`src/hdl/ios_pkg.sv`:
```
package ios_pkg;

    localparam int DEPTH_DEF     = 16;
    localparam int NUM_REGS_DEF  = 32;
    localparam int MAX_SRCS_DEF  = 3;
    localparam int MAX_ISSUE_DEF = 4;

    localparam int TAG_W      = 32;
    localparam int REG_W      = 5;
    localparam int CFG_W      = 5;
    localparam int SRC_FIELDS = 3;

    localparam logic CFG_ISSUE_WIDTH = 1'b0;
    localparam logic CFG_CAPACITY    = 1'b1;

    localparam logic [2:0] ISSUE_WIDTH_RST = 3'd1;
    localparam logic [4:0] CAPACITY_RST    = 5'd16;

    typedef enum logic [1:0] {
        OP_ENQUEUE = 2'd0,
        OP_ISSUE   = 2'd1,
        OP_READY   = 2'd2,
        OP_RELEASE = 2'd3
    } op_t;

    typedef enum logic [2:0] {
        KIND_ENQUEUED    = 3'd0,
        KIND_REFUSED     = 3'd1,
        KIND_ISSUED      = 3'd2,
        KIND_NONE_ISSUED = 3'd3,
        KIND_RELEASED    = 3'd4,
        KIND_EMPTY       = 3'd5
    } kind_t;

    typedef enum logic [1:0] {
        ST_IDLE,
        ST_WALK,
        ST_WALK_CHK,
        ST_REL_OUT
    } state_t;

    typedef struct packed {
        logic [TAG_W-1:0]                 tag;
        logic [REG_W-1:0]                 dest;
        logic [1:0]                       src_cnt;
        logic [SRC_FIELDS-1:0][REG_W-1:0] src;
    } entry_t;

endpackage

```
`src/hdl/ios_entry_ram.sv`:
```
module ios_entry_ram #(
    parameter int DEPTH = 16,
    parameter int WIDTH = 54
) (
    input  logic                     clk,
    input  logic                     wr_en,
    input  logic [$clog2(DEPTH)-1:0] wr_addr,
    input  logic [WIDTH-1:0]         wr_data,
    input  logic                     rd_en,
    input  logic [$clog2(DEPTH)-1:0] rd_addr,
    output logic [WIDTH-1:0]         rd_data
);

    logic [WIDTH-1:0] mem [DEPTH];
    logic [WIDTH-1:0] rd_data_reg;

    always_ff @(posedge clk)
    begin
        if (wr_en)
        begin
            mem[wr_addr] <= wr_data;
        end
        if (rd_en)
        begin
            rd_data_reg <= mem[rd_addr];
        end
    end

    assign rd_data = rd_data_reg;

endmodule

```
`src/hdl/in_order_issue_scoreboard_top.sv`:
```
// In-order issue scoreboard.
// Command channel: present opcode and fields with start high; the command is
// taken at a rising edge where start is high and busy is low. Configuration
// channel: cfg_valid/cfg_ready with cfg_index (0 issue width, 1 capacity) and
// cfg_data; cfg_ready is always high. Write it only while the block is idle.
// Results appear for one cycle with result_valid high; last marks the final
// result of a command. The receiver cannot stall, so every result is taken.
// Enqueue and register ready leave the block idle; an enqueue result
// appears in the cycle after the command is taken, register ready gives
// none. A release reads the head entry from the entry RAM first and
// emits it from state REL_OUT. An issue pass walks the queue from the
// head: an issued entry is skipped, an unissued one gets one registered
// read of the entry RAM in WALK, then one readiness check of its sources
// in WALK_CHK; the pass stops at an entry whose sources are not ready.
// An issued result is held in the pend registers until the walk knows
// whether it is the last one. Reset clears the queue, the issued marks,
// sets every register ready and loads issue width 1 and capacity 16;
// entry contents stay undefined until written.
module in_order_issue_scoreboard_top #(
    parameter int DEPTH     = ios_pkg::DEPTH_DEF,
    parameter int NUM_REGS  = ios_pkg::NUM_REGS_DEF,
    parameter int MAX_SRCS  = ios_pkg::MAX_SRCS_DEF,
    parameter int MAX_ISSUE = ios_pkg::MAX_ISSUE_DEF
) (
    input  logic                      clk,
    input  logic                      rst_n,
    input  logic                      start,
    output logic                      busy,
    input  logic [1:0]                opcode,
    input  logic [ios_pkg::TAG_W-1:0] instr_tag,
    input  logic [ios_pkg::REG_W-1:0] dest_reg,
    input  logic [1:0]                src_count,
    input  logic [ios_pkg::REG_W-1:0] src_a,
    input  logic [ios_pkg::REG_W-1:0] src_b,
    input  logic [ios_pkg::REG_W-1:0] src_c,
    input  logic                      cfg_valid,
    output logic                      cfg_ready,
    input  logic                      cfg_index,
    input  logic [ios_pkg::CFG_W-1:0] cfg_data,
    output logic                      result_valid,
    output logic [2:0]                kind,
    output logic [ios_pkg::TAG_W-1:0] tag_out,
    output logic [ios_pkg::REG_W-1:0] dest_out,
    output logic                      last,
    output logic [4:0]                occupancy
);

    localparam int PTRW = $clog2(DEPTH);
    localparam int CNTW = $clog2(DEPTH + 1);
    localparam int NW   = $clog2(MAX_ISSUE + 1);
    localparam int RIW  = $clog2(NUM_REGS);
    localparam int CMPW = (CNTW > 5) ? CNTW : 5;
    localparam int EW   = $bits(ios_pkg::entry_t);
    localparam logic [PTRW-1:0] PTR_MAX = PTRW'(DEPTH - 1);

    ios_pkg::state_t state_reg, state_next;

    logic [PTRW-1:0]     head_reg, head_next;
    logic [PTRW-1:0]     tail_reg, tail_next;
    logic [CNTW-1:0]     count_reg, count_next;
    logic [DEPTH-1:0]    issued_reg, issued_next;
    logic [NUM_REGS-1:0] ready_reg, ready_next;
    logic [2:0]          issue_width_reg, issue_width_next;
    logic [4:0]          capacity_reg, capacity_next;

    logic [PTRW-1:0] ptr_reg, ptr_next;
    logic [CNTW-1:0] walk_reg, walk_next;
    logic [NW-1:0]   n_reg, n_next;
    logic [NW-1:0]   width_reg, width_next;

    logic                      pend_valid_reg, pend_valid_next;
    logic [ios_pkg::TAG_W-1:0] pend_tag_reg, pend_tag_next;
    logic [ios_pkg::REG_W-1:0] pend_dest_reg, pend_dest_next;

    logic                      out_valid_reg, out_valid_next;
    logic [2:0]                out_kind_reg, out_kind_next;
    logic [ios_pkg::TAG_W-1:0] out_tag_reg, out_tag_next;
    logic [ios_pkg::REG_W-1:0] out_dest_reg, out_dest_next;
    logic                      out_last_reg, out_last_next;
    logic [4:0]                out_occ_reg, out_occ_next;

    logic            ram_wr_en;
    logic            ram_rd_en;
    logic [PTRW-1:0] ram_rd_addr;
    logic [EW-1:0]   ram_rd_data;
    ios_pkg::entry_t wr_entry;
    ios_pkg::entry_t rd_entry;

    logic            accept;
    logic            full;
    logic            srcs_ok;
    logic [3:0]      width_raw;

    function automatic logic src_ok(input logic [ios_pkg::REG_W-1:0] r,
                                    input logic [NUM_REGS-1:0] rdy);
        logic res;
        res = 1'b1;
        if (int'(r) < NUM_REGS)
        begin
            res = rdy[RIW'(r)];
        end
        return res;
    endfunction

    function automatic logic [PTRW-1:0] ptr_inc(input logic [PTRW-1:0] p);
        return (p == PTR_MAX) ? '0 : p + 1'b1;
    endfunction

    assign accept    = start && !busy;
    assign busy      = (state_reg != ios_pkg::ST_IDLE);
    assign cfg_ready = 1'b1;
    assign rd_entry  = ios_pkg::entry_t'(ram_rd_data);
    assign full      = (CMPW'(count_reg) >= CMPW'(capacity_reg))
                       || (count_reg == CNTW'(DEPTH));
    assign width_raw = {1'b0, issue_width_reg};

    always_comb
    begin
        wr_entry.tag     = instr_tag;
        wr_entry.dest    = dest_reg;
        wr_entry.src_cnt = (int'(src_count) > MAX_SRCS) ? 2'(MAX_SRCS) : src_count;
        wr_entry.src[0]  = src_a;
        wr_entry.src[1]  = src_b;
        wr_entry.src[2]  = src_c;
    end

    // Readiness check of the sources of the entry just read from the RAM.
    always_comb
    begin
        srcs_ok = 1'b1;
        for (int i = 0; i < ios_pkg::SRC_FIELDS; i++)
        begin
            if ((2'(i) < rd_entry.src_cnt) && !src_ok(rd_entry.src[i], ready_reg))
            begin
                srcs_ok = 1'b0;
            end
        end
    end

    always_comb
    begin
        state_next       = state_reg;
        head_next        = head_reg;
        tail_next        = tail_reg;
        count_next       = count_reg;
        issued_next      = issued_reg;
        ready_next       = ready_reg;
        issue_width_next = issue_width_reg;
        capacity_next    = capacity_reg;
        ptr_next         = ptr_reg;
        walk_next        = walk_reg;
        n_next           = n_reg;
        width_next       = width_reg;
        pend_valid_next  = pend_valid_reg;
        pend_tag_next    = pend_tag_reg;
        pend_dest_next   = pend_dest_reg;
        out_valid_next   = 1'b0;
        out_kind_next    = out_kind_reg;
        out_tag_next     = out_tag_reg;
        out_dest_next    = out_dest_reg;
        out_last_next    = out_last_reg;
        out_occ_next     = out_occ_reg;
        ram_wr_en        = 1'b0;
        ram_rd_en        = 1'b0;
        ram_rd_addr      = ptr_reg;

        if (cfg_valid && cfg_ready)
        begin
            case (cfg_index)
                ios_pkg::CFG_ISSUE_WIDTH: issue_width_next = cfg_data[2:0];
                ios_pkg::CFG_CAPACITY:    capacity_next    = cfg_data;
                default:                  ;
            endcase
        end

        case (state_reg)
            ios_pkg::ST_IDLE:
            begin
                if (accept)
                begin
                    case (ios_pkg::op_t'(opcode))
                        ios_pkg::OP_ENQUEUE:
                        begin
                            out_valid_next = 1'b1;
                            out_tag_next   = '0;
                            out_dest_next  = '0;
                            out_last_next  = 1'b1;
                            if (full)
                            begin
                                out_kind_next = ios_pkg::KIND_REFUSED;
                                out_occ_next  = 5'(count_reg);
                            end
                            else
                            begin
                                ram_wr_en             = 1'b1;
                                issued_next[tail_reg] = 1'b0;
                                tail_next             = ptr_inc(tail_reg);
                                count_next            = count_reg + 1'b1;
                                out_kind_next         = ios_pkg::KIND_ENQUEUED;
                                out_occ_next          = 5'(count_reg + 1'b1);
                            end
                        end
                        ios_pkg::OP_ISSUE:
                        begin
                            if (width_raw == 4'd0)
                            begin
                                width_next = NW'(1);
                            end
                            else if (int'(width_raw) > MAX_ISSUE)
                            begin
                                width_next = NW'(MAX_ISSUE);
                            end
                            else
                            begin
                                width_next = NW'(width_raw);
                            end
                            ptr_next        = head_reg;
                            walk_next       = '0;
                            n_next          = '0;
                            pend_valid_next = 1'b0;
                            state_next      = ios_pkg::ST_WALK;
                        end
                        ios_pkg::OP_READY:
                        begin
                            if (int'(dest_reg) < NUM_REGS)
                            begin
                                ready_next[RIW'(dest_reg)] = 1'b1;
                            end
                        end
                        ios_pkg::OP_RELEASE:
                        begin
                            if (count_reg == '0)
                            begin
                                out_valid_next = 1'b1;
                                out_kind_next  = ios_pkg::KIND_EMPTY;
                                out_tag_next   = '0;
                                out_dest_next  = '0;
                                out_last_next  = 1'b1;
                                out_occ_next   = 5'(count_reg);
                            end
                            else
                            begin
                                ram_rd_en   = 1'b1;
                                ram_rd_addr = head_reg;
                                state_next  = ios_pkg::ST_REL_OUT;
                            end
                        end
                        default: ;
                    endcase
                end
            end

            ios_pkg::ST_REL_OUT:
            begin
                out_valid_next        = 1'b1;
                out_kind_next         = ios_pkg::KIND_RELEASED;
                out_tag_next          = rd_entry.tag;
                out_dest_next         = rd_entry.dest;
                out_last_next         = 1'b1;
                out_occ_next          = 5'(count_reg - 1'b1);
                issued_next[head_reg] = 1'b0;
                head_next             = ptr_inc(head_reg);
                count_next            = count_reg - 1'b1;
                state_next            = ios_pkg::ST_IDLE;
            end

            ios_pkg::ST_WALK:
            begin
                if ((walk_reg >= count_reg) || (n_reg >= width_reg))
                begin
                    state_next = ios_pkg::ST_IDLE;
                end
                else if (issued_reg[ptr_reg])
                begin
                    ptr_next  = ptr_inc(ptr_reg);
                    walk_next = walk_reg + 1'b1;
                end
                else
                begin
                    ram_rd_en  = 1'b1;
                    state_next = ios_pkg::ST_WALK_CHK;
                end
            end

            ios_pkg::ST_WALK_CHK:
            begin
                if (!srcs_ok)
                begin
                    state_next = ios_pkg::ST_IDLE;
                end
                else
                begin
                    issued_next[ptr_reg] = 1'b1;
                    if (int'(rd_entry.dest) < NUM_REGS)
                    begin
                        ready_next[RIW'(rd_entry.dest)] = 1'b0;
                    end
                    // Flush the held result: another one follows it.
                    if (pend_valid_reg)
                    begin
                        out_valid_next = 1'b1;
                        out_kind_next  = ios_pkg::KIND_ISSUED;
                        out_tag_next   = pend_tag_reg;
                        out_dest_next  = pend_dest_reg;
                        out_last_next  = 1'b0;
                        out_occ_next   = 5'(count_reg);
                    end
                    pend_valid_next = 1'b1;
                    pend_tag_next   = rd_entry.tag;
                    pend_dest_next  = rd_entry.dest;
                    n_next          = n_reg + 1'b1;
                    ptr_next        = ptr_inc(ptr_reg);
                    walk_next       = walk_reg + 1'b1;
                    state_next      = ios_pkg::ST_WALK;
                end
            end

            default:
            begin
                state_next = ios_pkg::ST_IDLE;
            end
        endcase

        // End of an issue pass: emit the held result as last, or report none.
        if (busy && (state_next == ios_pkg::ST_IDLE) && (state_reg != ios_pkg::ST_REL_OUT))
        begin
            out_valid_next = 1'b1;
            out_last_next  = 1'b1;
            out_occ_next   = 5'(count_reg);
            if (pend_valid_reg)
            begin
                out_kind_next = ios_pkg::KIND_ISSUED;
                out_tag_next  = pend_tag_reg;
                out_dest_next = pend_dest_reg;
            end
            else
            begin
                out_kind_next = ios_pkg::KIND_NONE_ISSUED;
                out_tag_next  = '0;
                out_dest_next = '0;
            end
            pend_valid_next = 1'b0;
        end
    end

    always_ff @(posedge clk or negedge rst_n)
    begin
        if (!rst_n)
        begin
            state_reg       <= ios_pkg::ST_IDLE;
            head_reg        <= '0;
            tail_reg        <= '0;
            count_reg       <= '0;
            issued_reg      <= '0;
            ready_reg       <= '1;
            issue_width_reg <= ios_pkg::ISSUE_WIDTH_RST;
            capacity_reg    <= ios_pkg::CAPACITY_RST;
            pend_valid_reg  <= 1'b0;
            out_valid_reg   <= 1'b0;
        end
        else
        begin
            state_reg       <= state_next;
            head_reg        <= head_next;
            tail_reg        <= tail_next;
            count_reg       <= count_next;
            issued_reg      <= issued_next;
            ready_reg       <= ready_next;
            issue_width_reg <= issue_width_next;
            capacity_reg    <= capacity_next;
            pend_valid_reg  <= pend_valid_next;
            out_valid_reg   <= out_valid_next;
        end
    end

    always_ff @(posedge clk)
    begin
        ptr_reg       <= ptr_next;
        walk_reg      <= walk_next;
        n_reg         <= n_next;
        width_reg     <= width_next;
        pend_tag_reg  <= pend_tag_next;
        pend_dest_reg <= pend_dest_next;
        out_kind_reg  <= out_kind_next;
        out_tag_reg   <= out_tag_next;
        out_dest_reg  <= out_dest_next;
        out_last_reg  <= out_last_next;
        out_occ_reg   <= out_occ_next;
    end

    ios_entry_ram #(
        .DEPTH (DEPTH),
        .WIDTH (EW)
    ) u_entry_ram (
        .clk     (clk),
        .wr_en   (ram_wr_en),
        .wr_addr (tail_reg),
        .wr_data (wr_entry),
        .rd_en   (ram_rd_en),
        .rd_addr (ram_rd_addr),
        .rd_data (ram_rd_data)
    );

    assign result_valid = out_valid_reg;
    assign kind         = out_kind_reg;
    assign tag_out      = out_tag_reg;
    assign dest_out     = out_dest_reg;
    assign last         = out_last_reg;
    assign occupancy    = out_occ_reg;

endmodule

```
`config.mk`:
```
export PLATFORM = sky130hd
export DESIGN_NAME = in_order_issue_scoreboard_top
export DESIGN_NICKNAME = d
export VERILOG_FILES = /design/src/hdl/ios_pkg.sv /design/src/hdl/ios_entry_ram.sv /design/src/hdl/in_order_issue_scoreboard_top.sv
export SDC_FILE = /design/constraint.sdc
export NUM_CORES = 1
export LEC_CHECK = 0
export ABC_AREA = 1
export BUFFER_PORTS_ARGS = -buffer_cell sky130_fd_sc_hd__buf_2
export CORE_ASPECT_RATIO = 0.6
export CORE_MARGIN = 3
export CORE_UTILIZATION = 54
export CTS_BUF_LIST = sky130_fd_sc_hd__clkbuf_2 sky130_fd_sc_hd__clkbuf_4 sky130_fd_sc_hd__clkbuf_8
export CTS_CLUSTER_SIZE = 14
export DETAILED_ROUTE_END_ITERATION = 16
export PLACE_DENSITY = 0.7
export SLEW_MARGIN = 40
export SYNTH_ARGS = -nofsm -noshare
export SYNTH_HDL_FRONTEND = slang
export SYNTH_SLANG_ARGS = --single-unit
```
`constraint.sdc`:
```
create_clock -name clk -period 7 [get_ports clk]
set_clock_uncertainty 0.1 [all_clocks]
set_input_delay 0.35 -clock clk [delete_from_list [all_inputs] [get_ports clk]]
set_output_delay 0.35 -clock clk [all_outputs]
set_load 0.1 [all_outputs]
```
# Yosys cells after proc, flatten, opt, wreduce, memory -nomap -nowiden
# Memories as Yosys holds them, arrays and structs flattened. A register that Yosys moved wholly into a read port is not among the register bits.
# Cells that the tools add are included.
op_classes:
  n_addsub: 7
  order_cmp: 20
  eq_ne: 28
  mux: 127
  bitwise: 10
  reduce_logical: 43
ops:
  columns: ["op", "n"]
  rows:
  - ["$mux 32", 9]
  - ["$pmux 32 s2", 2]
  - ["$pmux 32 s3", 1]
  - ["$mux 5", 19]
  - ["$mux 16", 4]
  - ["$mux 4", 12]
  - ["$pmux 16 s3", 1]
  - ["$pmux 5 s3", 3]
  - ["$mux 1", 39]
  - ["$and 16x16->16", 2]
  - ["$and 32x32->32", 1]
  - ["$not 16->16", 2]
  - ["$not 32->32", 1]
  - ["$or 32x32->32", 1]
  - ["$lt 5x6->1 const B", 5]
  - ["$pmux 5 s2", 3]
  - ["$mux 3", 9]
  - ["$reduce_and 6->1", 3]
  - ["$or 16x16->16", 1]
  - ["$reduce_and 4->1", 4]
  - ["$bmux 1 s5", 3]
  - ["$lt 4x5->1 const B", 3]
  - ["$ne 2x2->1 const B", 7]
  - ["$add 4x1->4 const B", 3]
  - ["other kinds (45)", 97]
totals:
  reg_bits: 171
  mem_bits_rw: 864
  inputBits: 66
  memories: 1
memory_table:
  columns: ["name", "words", "width", "rd", "rd_clocked_by_memory_dff", "wr", "line_no", "source"]
  rows:
  - ["u_entry_ram.mem", 16, 54, 1, 1, 1, "ios_entry_ram.sv:14", "logic [WIDTH-1:0] mem [DEPTH];"]

# Logic depth before layout (Yosys ltp)
# Gate-level depths: netlist of run 1.
logic_depth:
  word_depth: 14
  ltp_mapped: 19
  mapped_depth_nobuf: 17

# By module
# Synthesis of run 1 repeated with hierarchy kept, for this count alone.
unflattened:
  cells_unflattened: 4937
  area_unflattened_um2: 49419.9
modules_own_cells:
  columns: ["module", "instances", "cells_each", "area_each_um2"]
  rows:
  - ["ios_entry_ram", 1, 3555, 38752.2]
  - ["in_order_issue_scoreboard_top", 1, 1382, 10667.7]

# Worst setup path before layout of run 1
# OpenSTA, ideal clock, no wires.
synth_timing:
  kind: "reg-to-reg"
  start: "reg count_reg[0]"
  end: "mem u_entry_ram.mem[8][0] (enable)"
  t_arrival_ns: 5.759
  required_ns: 6.368
  path_slack_ns: 0.609
  path_stages_with_launch: 13
  cell_sequence: "dfrtp_1 -> inv_1 -> ha_1 -> o21ai_0 -> a21boi_0 -> o21ai_0 -> nand2_1 -> a21oi_1 -> nand2_1 -> inv_1 -> nand3_1 -> clkbuf_1 -> nor3_1"
synth_via:
  elab_chain_len: 8
  word_cells_on_any_way: 9
synth_rtl:
  columns: ["element", "line_no", "source"]
  rows:
  - ["start: declaration", "in_order_issue_scoreboard_top.sv:60", "logic [CNTW-1:0] count_reg, count_next;"]
  - ["start signal: assignment", "in_order_issue_scoreboard_top.sv:366", "count_reg <= count_next;"]
  - ["$ge 5x5->1 / $eq 5x5->1 (equally long branches)", "in_order_issue_scoreboard_top.sv:113, in_order_issue_scoreboard_top.sv:114", null]
  - ["$logic_or 1x1->1 *", "in_order_issue_scoreboard_top.sv:114", "|| (count_reg == CNTW'(DEPTH));"]
  - ["$mux 1 *", "in_order_issue_scoreboard_top.sv:188", "if (full)"]
  - ["$mux 1 *", "in_order_issue_scoreboard_top.sv:181", "case (ios_pkg::op_t'(opcode))"]
  - ["$mux 1 *", "in_order_issue_scoreboard_top.sv:179", "if (accept)"]
  - ["$mux 1 *", "in_order_issue_scoreboard_top.sv:176", "case (state_reg)"]
  - ["$mux 1 *", "ios_entry_ram.sv:19", "if (wr_en)"]
  - ["$mux 1 (not written as such) *", "ios_entry_ram.sv:21", "mem[wr_addr] <= wr_data;"]
  - ["end: declaration", "ios_entry_ram.sv:14", null]
# Mark *: on every way between the ends. The rest lies on a longest branch, timed or not.

# Worst setup path after layout of run 1
layout_timing:
  start: "reg state_reg[0]"
  end: "reg u_entry_ram.rd_data_reg[5], in the netlist u_entry_ram.rd_data[5] (read register of u_entry_ram.mem) (data pin)"
layout_via:
  elab_chain_len: 5
  word_cells_on_any_way: 9
layout_rtl:
  columns: ["element", "line_no", "source"]
  rows:
  - ["start: declaration", "in_order_issue_scoreboard_top.sv:56", "ios_pkg::state_t state_reg, state_next;"]
  - ["start signal: assignment", "in_order_issue_scoreboard_top.sv:350", "state_reg <= ios_pkg::ST_IDLE;"]
  - ["start signal: assignment", "in_order_issue_scoreboard_top.sv:363", "state_reg <= state_next;"]
  - ["$reduce_bool 2->1", "in_order_issue_scoreboard_top.sv:110", "assign busy = (state_reg != ios_pkg::ST_IDLE);"]
  - ["$logic_not 1->1", "in_order_issue_scoreboard_top.sv:109", "assign accept = start && !busy;"]
  - ["$logic_and 1x1->1", "in_order_issue_scoreboard_top.sv:109", null]
  - ["$mux 1 / $mux 4 (equally long branches)", "in_order_issue_scoreboard_top.sv:179", null]
  - ["$pmux 1 s2 / $mux 4 (equally long branches)", "in_order_issue_scoreboard_top.sv:176", null]
  - ["end: declaration", "ios_entry_ram.sv:15", "logic [WIDTH-1:0] rd_data_reg;"]
# Parallel ways exist; a longest one is shown, timed or not.
# A chain may end at the register's enable or synchronous reset.

==> insert_results.sql, run 1 <==
INSERT INTO impl_metrics (metric_group, metric, value, unit) VALUES
('cts', 'cts_buffers', '153', ''),
('placement', 'io_buffer_count', '113', ''),
('timing', 'timing.final.hold_violations', '0', ''),
('synthesis', 'synth_enable_flop_cells', '1015', ''),
('route', 'routed_wl', '123000', 'um'),
('worst_setup_path', 'critical-path-max-stage-delay', '0.71', 'ns'),
('cts', 'clkLatencyLatePin', '0.83', 'ns'),
('worst_setup_path', 'timing.critical_path.fanout_max', '170', ''),
('synthesis', 'syn_inst', '3801', ''),
('route', 'post_detailed_route_drc_marker_count', '0', ''),
('cts', 'post_cts_resize_count', '0', ''),
('floorplan', 'design.core.area', '82700', 'um2'),
('cts', 'clock_tree.root_cell', 'clkbuf_8', ''),
('synthesis', 'synth_top_area_cell', 'edfxtp_1', ''),
('placement', 'final_estimated_routing_congestion_in_global_placement', '0.973', ''),
('worst_hold_path', 'hp-class', 'primary input to async pin', ''),
('finish', 'final_cell_area', '51100', 'um2'),
('finish', 'nets', '4070', ''),
('timing', 'timing.max_slew.rel_slack', '32.2', '%'),
('route', 'detailroute.via_count', '31700', ''),
('route', 'drt-wirelength-per-cell', '23.7', 'um'),
('cts', 'hold_bufs_inserted_after_cts', '71', ''),
('floorplan', 'die_width', '382', 'um'),
('synthesis', 'synthXorXnorAreaFrac', '0.211', '%'),
('cts', 'clk_pin_slew', '0.07', 'ns'),
('timing', 'post-route-min-period', '4.52', 'ns'),
('floorplan', 'design.portCount', '115', ''),
('synthesis', 'yosysUniqueCellTypes', '53', ''),
('synthesis', 'yosys.area.top_type_share', '66.6', '%'),
('pwr', 'irDropWorstVdd', '0.518', 'mV'),
('synthesis', 'synth-simple-area-share', '11.4', '%'),
('timing', 'layout_worst_path_cycle_share', '64.6', '%'),
('synthesis', 'post_synth.cell_area_avg', '12.0', 'um2'),
('grt', 'globalRoute.totalOverflow', '0', ''),
('worst_setup_path', 'cp.buffers_inverters', '4', ''),
('cts', 'clockBufferDepth', '3', ''),
('grt', 'first_pass_grt_wire_length', '185000', 'um'),
('cts', 'cts_tree', 'built', ''),
('timing', 'max_freq', '221', 'MHz'),
('cts', 'cts.repair_timing.setup_buffer_count', '0', ''),
('pwr', 'total_power', '22.0', 'mW'),
('outcome', 'outcome', 'completed', ''),
('finish', 'drive_above_1_share', '12.1', '%'),
('floorplan', 'die-height', '231', 'um'),
('route', 'drt_first_iter_violations', '4340', ''),
('grt', 'grt_max_degree', '193', ''),
('synthesis', 'yosys-top-cells-count', 'edfxtp_1, nor2_1, o21ai_0', ''),
('finish', 'finish.cell_count_without_fillers', '5208', ''),
('timing', 'totalNegativeSetupSlack', '0', 'ns'),
('synthesis', 'synthesized_area_fraction_occupied_by_ao_oa_aoi_and_oai_cells', '12.4', '%'),
('synthesis', 'netlist_area', '45700', 'um2'),
('placement', 'dp.final_hpwl', '69300', 'um'),
('route', 'route.detailed.vias_per_inst', '6.10', ''),
('worst_setup_path', 'critical_path.startpoint_type', 'flop', ''),
('floorplan', 'start_util', '55.3', '%'),
('placement', 'pre_cts_slack', '2.64', 'ns'),
('worst_setup_path', 'timing.critical_path.max_delay_family', 'buffers and inverters', ''),
('cts', 'numClockSinks', '1089', ''),
('timing', 'setup_viol_count_final', '0', ''),
('synthesis', 'ys.warnings.count', '0', ''),
('timing', 'finalMaxSlewViolations', '0', ''),
('grt', 'first_global_vias', '29500', ''),
('finish', 'largest_register_ff_count', '864', ''),
('timing', 'worst_pin_slew', '1.02', 'ns'),
('flow_run', 'cap_viol_max_count', '0', ''),
('synthesis', 'synth.yosys.seq_area_share', '70.8', '%'),
('placement', 'dpl_cell_area', '47300', 'um2'),
('timing', 'worst_hold_slack', '0.105', 'ns'),
('synthesis', 'postSynthNetCount', '3907', ''),
('floorplan', 'num_rows', '81', ''),
('timing', 'postLayoutSetupSlackWorst', '2.48', 'ns');
==> power breakdown <==
group	internal [mW]	total [mW]	switching (mW)
Combinational	2.05	8.34	6.30
Clock	2.56	4.97	2.41
Sequential	8.03	8.67	0.640
==> placed cells by master (no fill, tap or decap), drive strengths merged, types with 2 or more instances in the layout <==
cell type and count:
nand2 404, bufinv 5, nor3 25, nand3 268
o221ai 137, o22ai 88, buf 171, dfstp 34
o31ai 5, o211ai 34, inv 182, edfxtp 1015
ha 40, clkinv 59, a31oi 6, xor2 8
o21ai 612, clkbuf 207, xnor2 3, diode 3
o2111ai 3, clkinvlp 6, dlygate4sd3 71, a21oi 69
nand4 3, dfrtp 39, o32ai 3, nor2 575
nor4 2
==> tightest hold or removal path: cells and delay by family <==
kind                   cells  cell delay (ns)
buffers and inverters      3             1.17
==> logic make-up (layout without fill, tap and decap cells) <==
group / count (synthesis) / after routing
adders and majority gates: 40 / 40
muxes: 1 / 1
and+or+nand+nor: 1278 / 1278
AOI/OAI and AO/OA: 964 / 964
other: 1 / 4
buffers and inverters: 417 / 701
DFF: 1089 / 1089
xor gates and xnor gates: 11 / 11
==> metal layers <==
| metal | track usage (%) | vias up | wire length (um) |
|---|---|---|---|
| li1 | - | 14200 | - |
| met1 | 42.6 | 15400 | 52900 |
| met2 | 37.1 | 1968 | 50700 |
| met3 | 9.57 | 176 | 17500 |
| met4 | 8.06 | 0 | 2350 |
| met5 | 0 | - | 0 |
==> final timing paths <==
check / from / endpoint / slack (ns) / cells after the start
setup / recovery: state_reg[0] / u_entry_ram.rd_data[5] / 2.48 / 14
hold / removal: rst_n / capacity_reg[0] / 0.11 / 3
setup reg to reg: state_reg[0] / u_entry_ram.rd_data[5] / 2.48 / 14
hold reg to reg: u_entry_ram.rd_data[44] / pend_tag_reg[22] / 0.35 / 0
max in group asynchronous: rst_n / issued_reg[11] / 6.17 / 3
min in group clk: opcode[0] / pend_valid_reg / 0.12 / 6
==> area by class of cell <==
cell class / count / area (um2)
timing repair buffer: 242 / 1940
fill: 6456 / 31600
tap: 1120 / 1400
clock buffer: 207 / 2560
clock inverter: 69 / 447
multi-input combinational: 2295 / 11700
inverter: 183 / 714
sequential: 1089 / 32400
antenna: 3 / 7.51
Power figures use the tool's default switching activity.
==> inputs of run 2 (changes only) <==
clock period = 4.25 ns   (was 7 ns; I/O delays follow)
==> run 2 against run 1 <==
Flip-flop and latch count did not move. Largest cell class unchanged. Critical path type unchanged. Sequential share of layout area fell by 0.48 points. Utilization rose by 0.47 points. Hold slack got worse by 0.044 ns. Fmax rose by 17%. First-iteration DRC count rose by 1.9%. Register-to-register slack got worse by 2.1 ns. Clock power rose by 66%. Count of clock-buffer cells in the layout rose by 15.
==> insert_results.sql, run 2 (synthesized netlist as in run 1, its figures left out) <==
INSERT INTO impl_metrics (metric_group, metric, value, unit) VALUES
('placement', 'dpl_cell_area', '47700', 'um2'),
('timing', 'max_freq', '260', 'MHz'),
('floorplan', 'fp.dieArea', '88300', 'um2'),
('timing', 'worst_pin_slew', '0.750', 'ns'),
('cts', 'numClockSinks', '1089', ''),
('floorplan', 'start_util', '55.3', '%'),
('finish', 'layout.cells.most_common_list', 'edfxtp_1, nor2_1, o21ai_0', ''),
('pwr', 'irDropWorstVdd', '0.841', 'mV'),
('floorplan', 'design.core.area', '82700', 'um2'),
('worst_setup_path', 'critical_path.reg2reg.startpoint', 'state_reg[0]', ''),
('finish', 'largest_register_ff_count', '864', ''),
('placement', 'final_estimated_routing_congestion_in_global_placement', '0.935', ''),
('route', 'drt.antenna.violating_nets', '0', ''),
('finish', 'area_delta_synth_final', '12.6', '%'),
('cts', 'clockBufferDepth', '3', ''),
('grt', 'antenna_found_initial', '6', ''),
('timing', 'timing.max_slew.rel_slack', '50.0', '%'),
('grt', 'globalRoute.totalOverflow', '0', ''),
('timing', 'worst_hold_slack', '0.0614', 'ns'),
('worst_setup_path', 'timing.critical_path.fanout_max', '145', ''),
('worst_setup_path', 'r2r-end', 'u_entry_ram.rd_data[19]', ''),
('placement', 'io_buffer_count', '113', ''),
('grt', 'first_pass_grt_wire_length', '186000', 'um'),
('finish', 'layout.cells.most_common', 'edfxtp_1', ''),
('route', 'route.detailed.vias_per_inst', '6.09', ''),
('route', 'drt_first_iter_violations', '4421', ''),
('timing', 'rsz_0062_raised_after_global_routing', 'no', ''),
('timing', 'setup_viol_count_final', '0', ''),
('floorplan', 'num_rows', '81', ''),
('placement', 'dp.final_hpwl', '72200', 'um'),
('finish', 'utilization', '62.3', '%'),
('grt', 'first_global_vias', '29400', ''),
('pwr', 'power_density', '715', 'nW/um2'),
('outcome', 'outcome', 'completed', ''),
('route', 'drt-wirelength-per-cell', '23.6', 'um'),
('route', 'drt_pass1_iterations', '5', ''),
('worst_setup_path', 'critical_path.startpoint_type', 'flop', ''),
('worst_setup_path', 'ff2ff_path_depth', '15', ''),
('flow_run', 'cap_viol_max_count', '0', ''),
('finish', 'drive_above_1_share', '13.2', '%'),
('floorplan', 'die_width', '382', 'um'),
('pwr', 'leakage', '17.9', 'nW'),
('finish', 'final_cell_area', '51500', 'um2'),
('cts', 'clkLatencyLatePin', '0.83', 'ns'),
('timing', 'finalMaxSlewViolations', '0', ''),
('worst_setup_path', 'regToRegSetupSlack', '0.40', 'ns'),
('route', 'routed_wl', '124000', 'um'),
('cts', 'clk_pin_slew', '0.07', 'ns'),
('cts', 'cts_buffers', '155', ''),
('worst_setup_path', 'required', '4.72', 'ns'),
('floorplan', 'design.portCount', '115', ''),
('worst_setup_path', 'worst-setup-path-type', 'flop to flop', ''),
('grt', 'grt_max_degree', '204', ''),
('floorplan', 'die-height', '231', 'um'),
('route', 'post_detailed_route_drc_marker_count', '0', ''),
('route', 'detailroute.via_count', '31900', ''),
('cts', 'cts.htree.levels', '4', ''),
('timing', 'layout_worst_path_cycle_share', '90.6', '%'),
('cts', 'clock_tree.root_cell', 'clkbuf_8', ''),
('timing', 'timing.final.hold_violations', '0', ''),
('cts', 'cts_tree', 'built', ''),
('grt', 'grtUsageTotal', '27.7', '%'),
('timing', 'post-route-min-period', '3.85', 'ns'),
('worst_hold_path', 'hp-class', 'primary input to async pin', ''),
('finish', 'nets', '4106', ''),
('pwr', 'total_power', '36.8', 'mW'),
('worst_setup_path', 'worst-endpoint-arrival', '4.32', 'ns'),
('worst_setup_path', 'crit_path_end_kind', 'flop', '');
[run 2: changes by cell type in the layout (fill, tap and decap cells not counted), sizes merged]
cell      change
bufinv        -1
inv           +1
buf          +34
clkinv       -20
clkbuf       +15
clkinvlp      -2
[run 2: worst max-delay path by stage]
| stage | endpoint | start | slack [ns] | cells after the start |
|---|---|---|---|---|
| floorplan | u_entry_ram.mem[0][0] | count_reg[0] | -0.75 | 12 |
| global placement | u_entry_ram.rd_data[0] | state_reg[0] | 0.42 | 13 |
| detailed placement | u_entry_ram.rd_data[0] | state_reg[0] | 0.37 | 13 |
| CTS | u_entry_ram.rd_data[0] | state_reg[0] | 0.35 | 13 |
| global route | u_entry_ram.rd_data[50] | state_reg[0] | 0.23 | 15 |
| finish | u_entry_ram.rd_data[19] | state_reg[0] | 0.40 | 15 |
[run 2: what timing repair did]
item	in CTS	in global routing
buffers inserted	0	0
hold buffers	72	0
endpoints found under the hold margin	970	0
resized for setup	0	0
endpoints found under the setup margin	0	0
[run 2: layout make-up]
class                      instances  area [um2]
multi-input combinational       2295       11700
clock buffer                     222        2690
tap                             1120        1400
sequential                      1089       32400
inverter                         183         712
timing repair buffer             276        2280
antenna                            3        7.51
clock inverter                    47         332
fill                            6395       31200
[run 2: through the flow]
step	setup TNS, ns	worst slack, ns	std cells
after global routing	0	0.234	5234
after global placement	0	0.417	4888
final	0	0.400	5235
after floorplan	-564.66	-0.751	3801
after detailed placement	0	0.373	4889
after CTS	0	0.347	5230
[run 2: power by group]
group	switching, mW	internal (mW)	leakage [nW]
combinational	10.6	3.70	6.20
sequential	1.00	13.2	10.0
clock	3.96	4.31	1.61
[run 2: worst max-delay path: stages (launching register included)]
cell and delay, ns:
dfrtp_1 0.44, inv_1 0.18, ha_1 0.39, nand2_1 0.10, inv_1 0.13, nand2_4 0.09
nor2_8 0.13, nand2_2 0.08, o21ai_4 0.21, clkinv_8 0.28, buf_12 0.27, buf_16 0.31
o21ai_0 0.25, o22ai_1 0.13, o21ai_0 0.30, o21ai_1 0.11
[run 2: routing by layer]
metal	GRT usage [%]	part of all wire, %	wire (um)	vias up
li1	-	-	-	14300
met1	43.7	44	54700	15600
met2	37.8	41	50900	1797
met3	7.14	13	15500	206
met4	7.78	2.0	2410	2
met5	0	0.0081	10	-
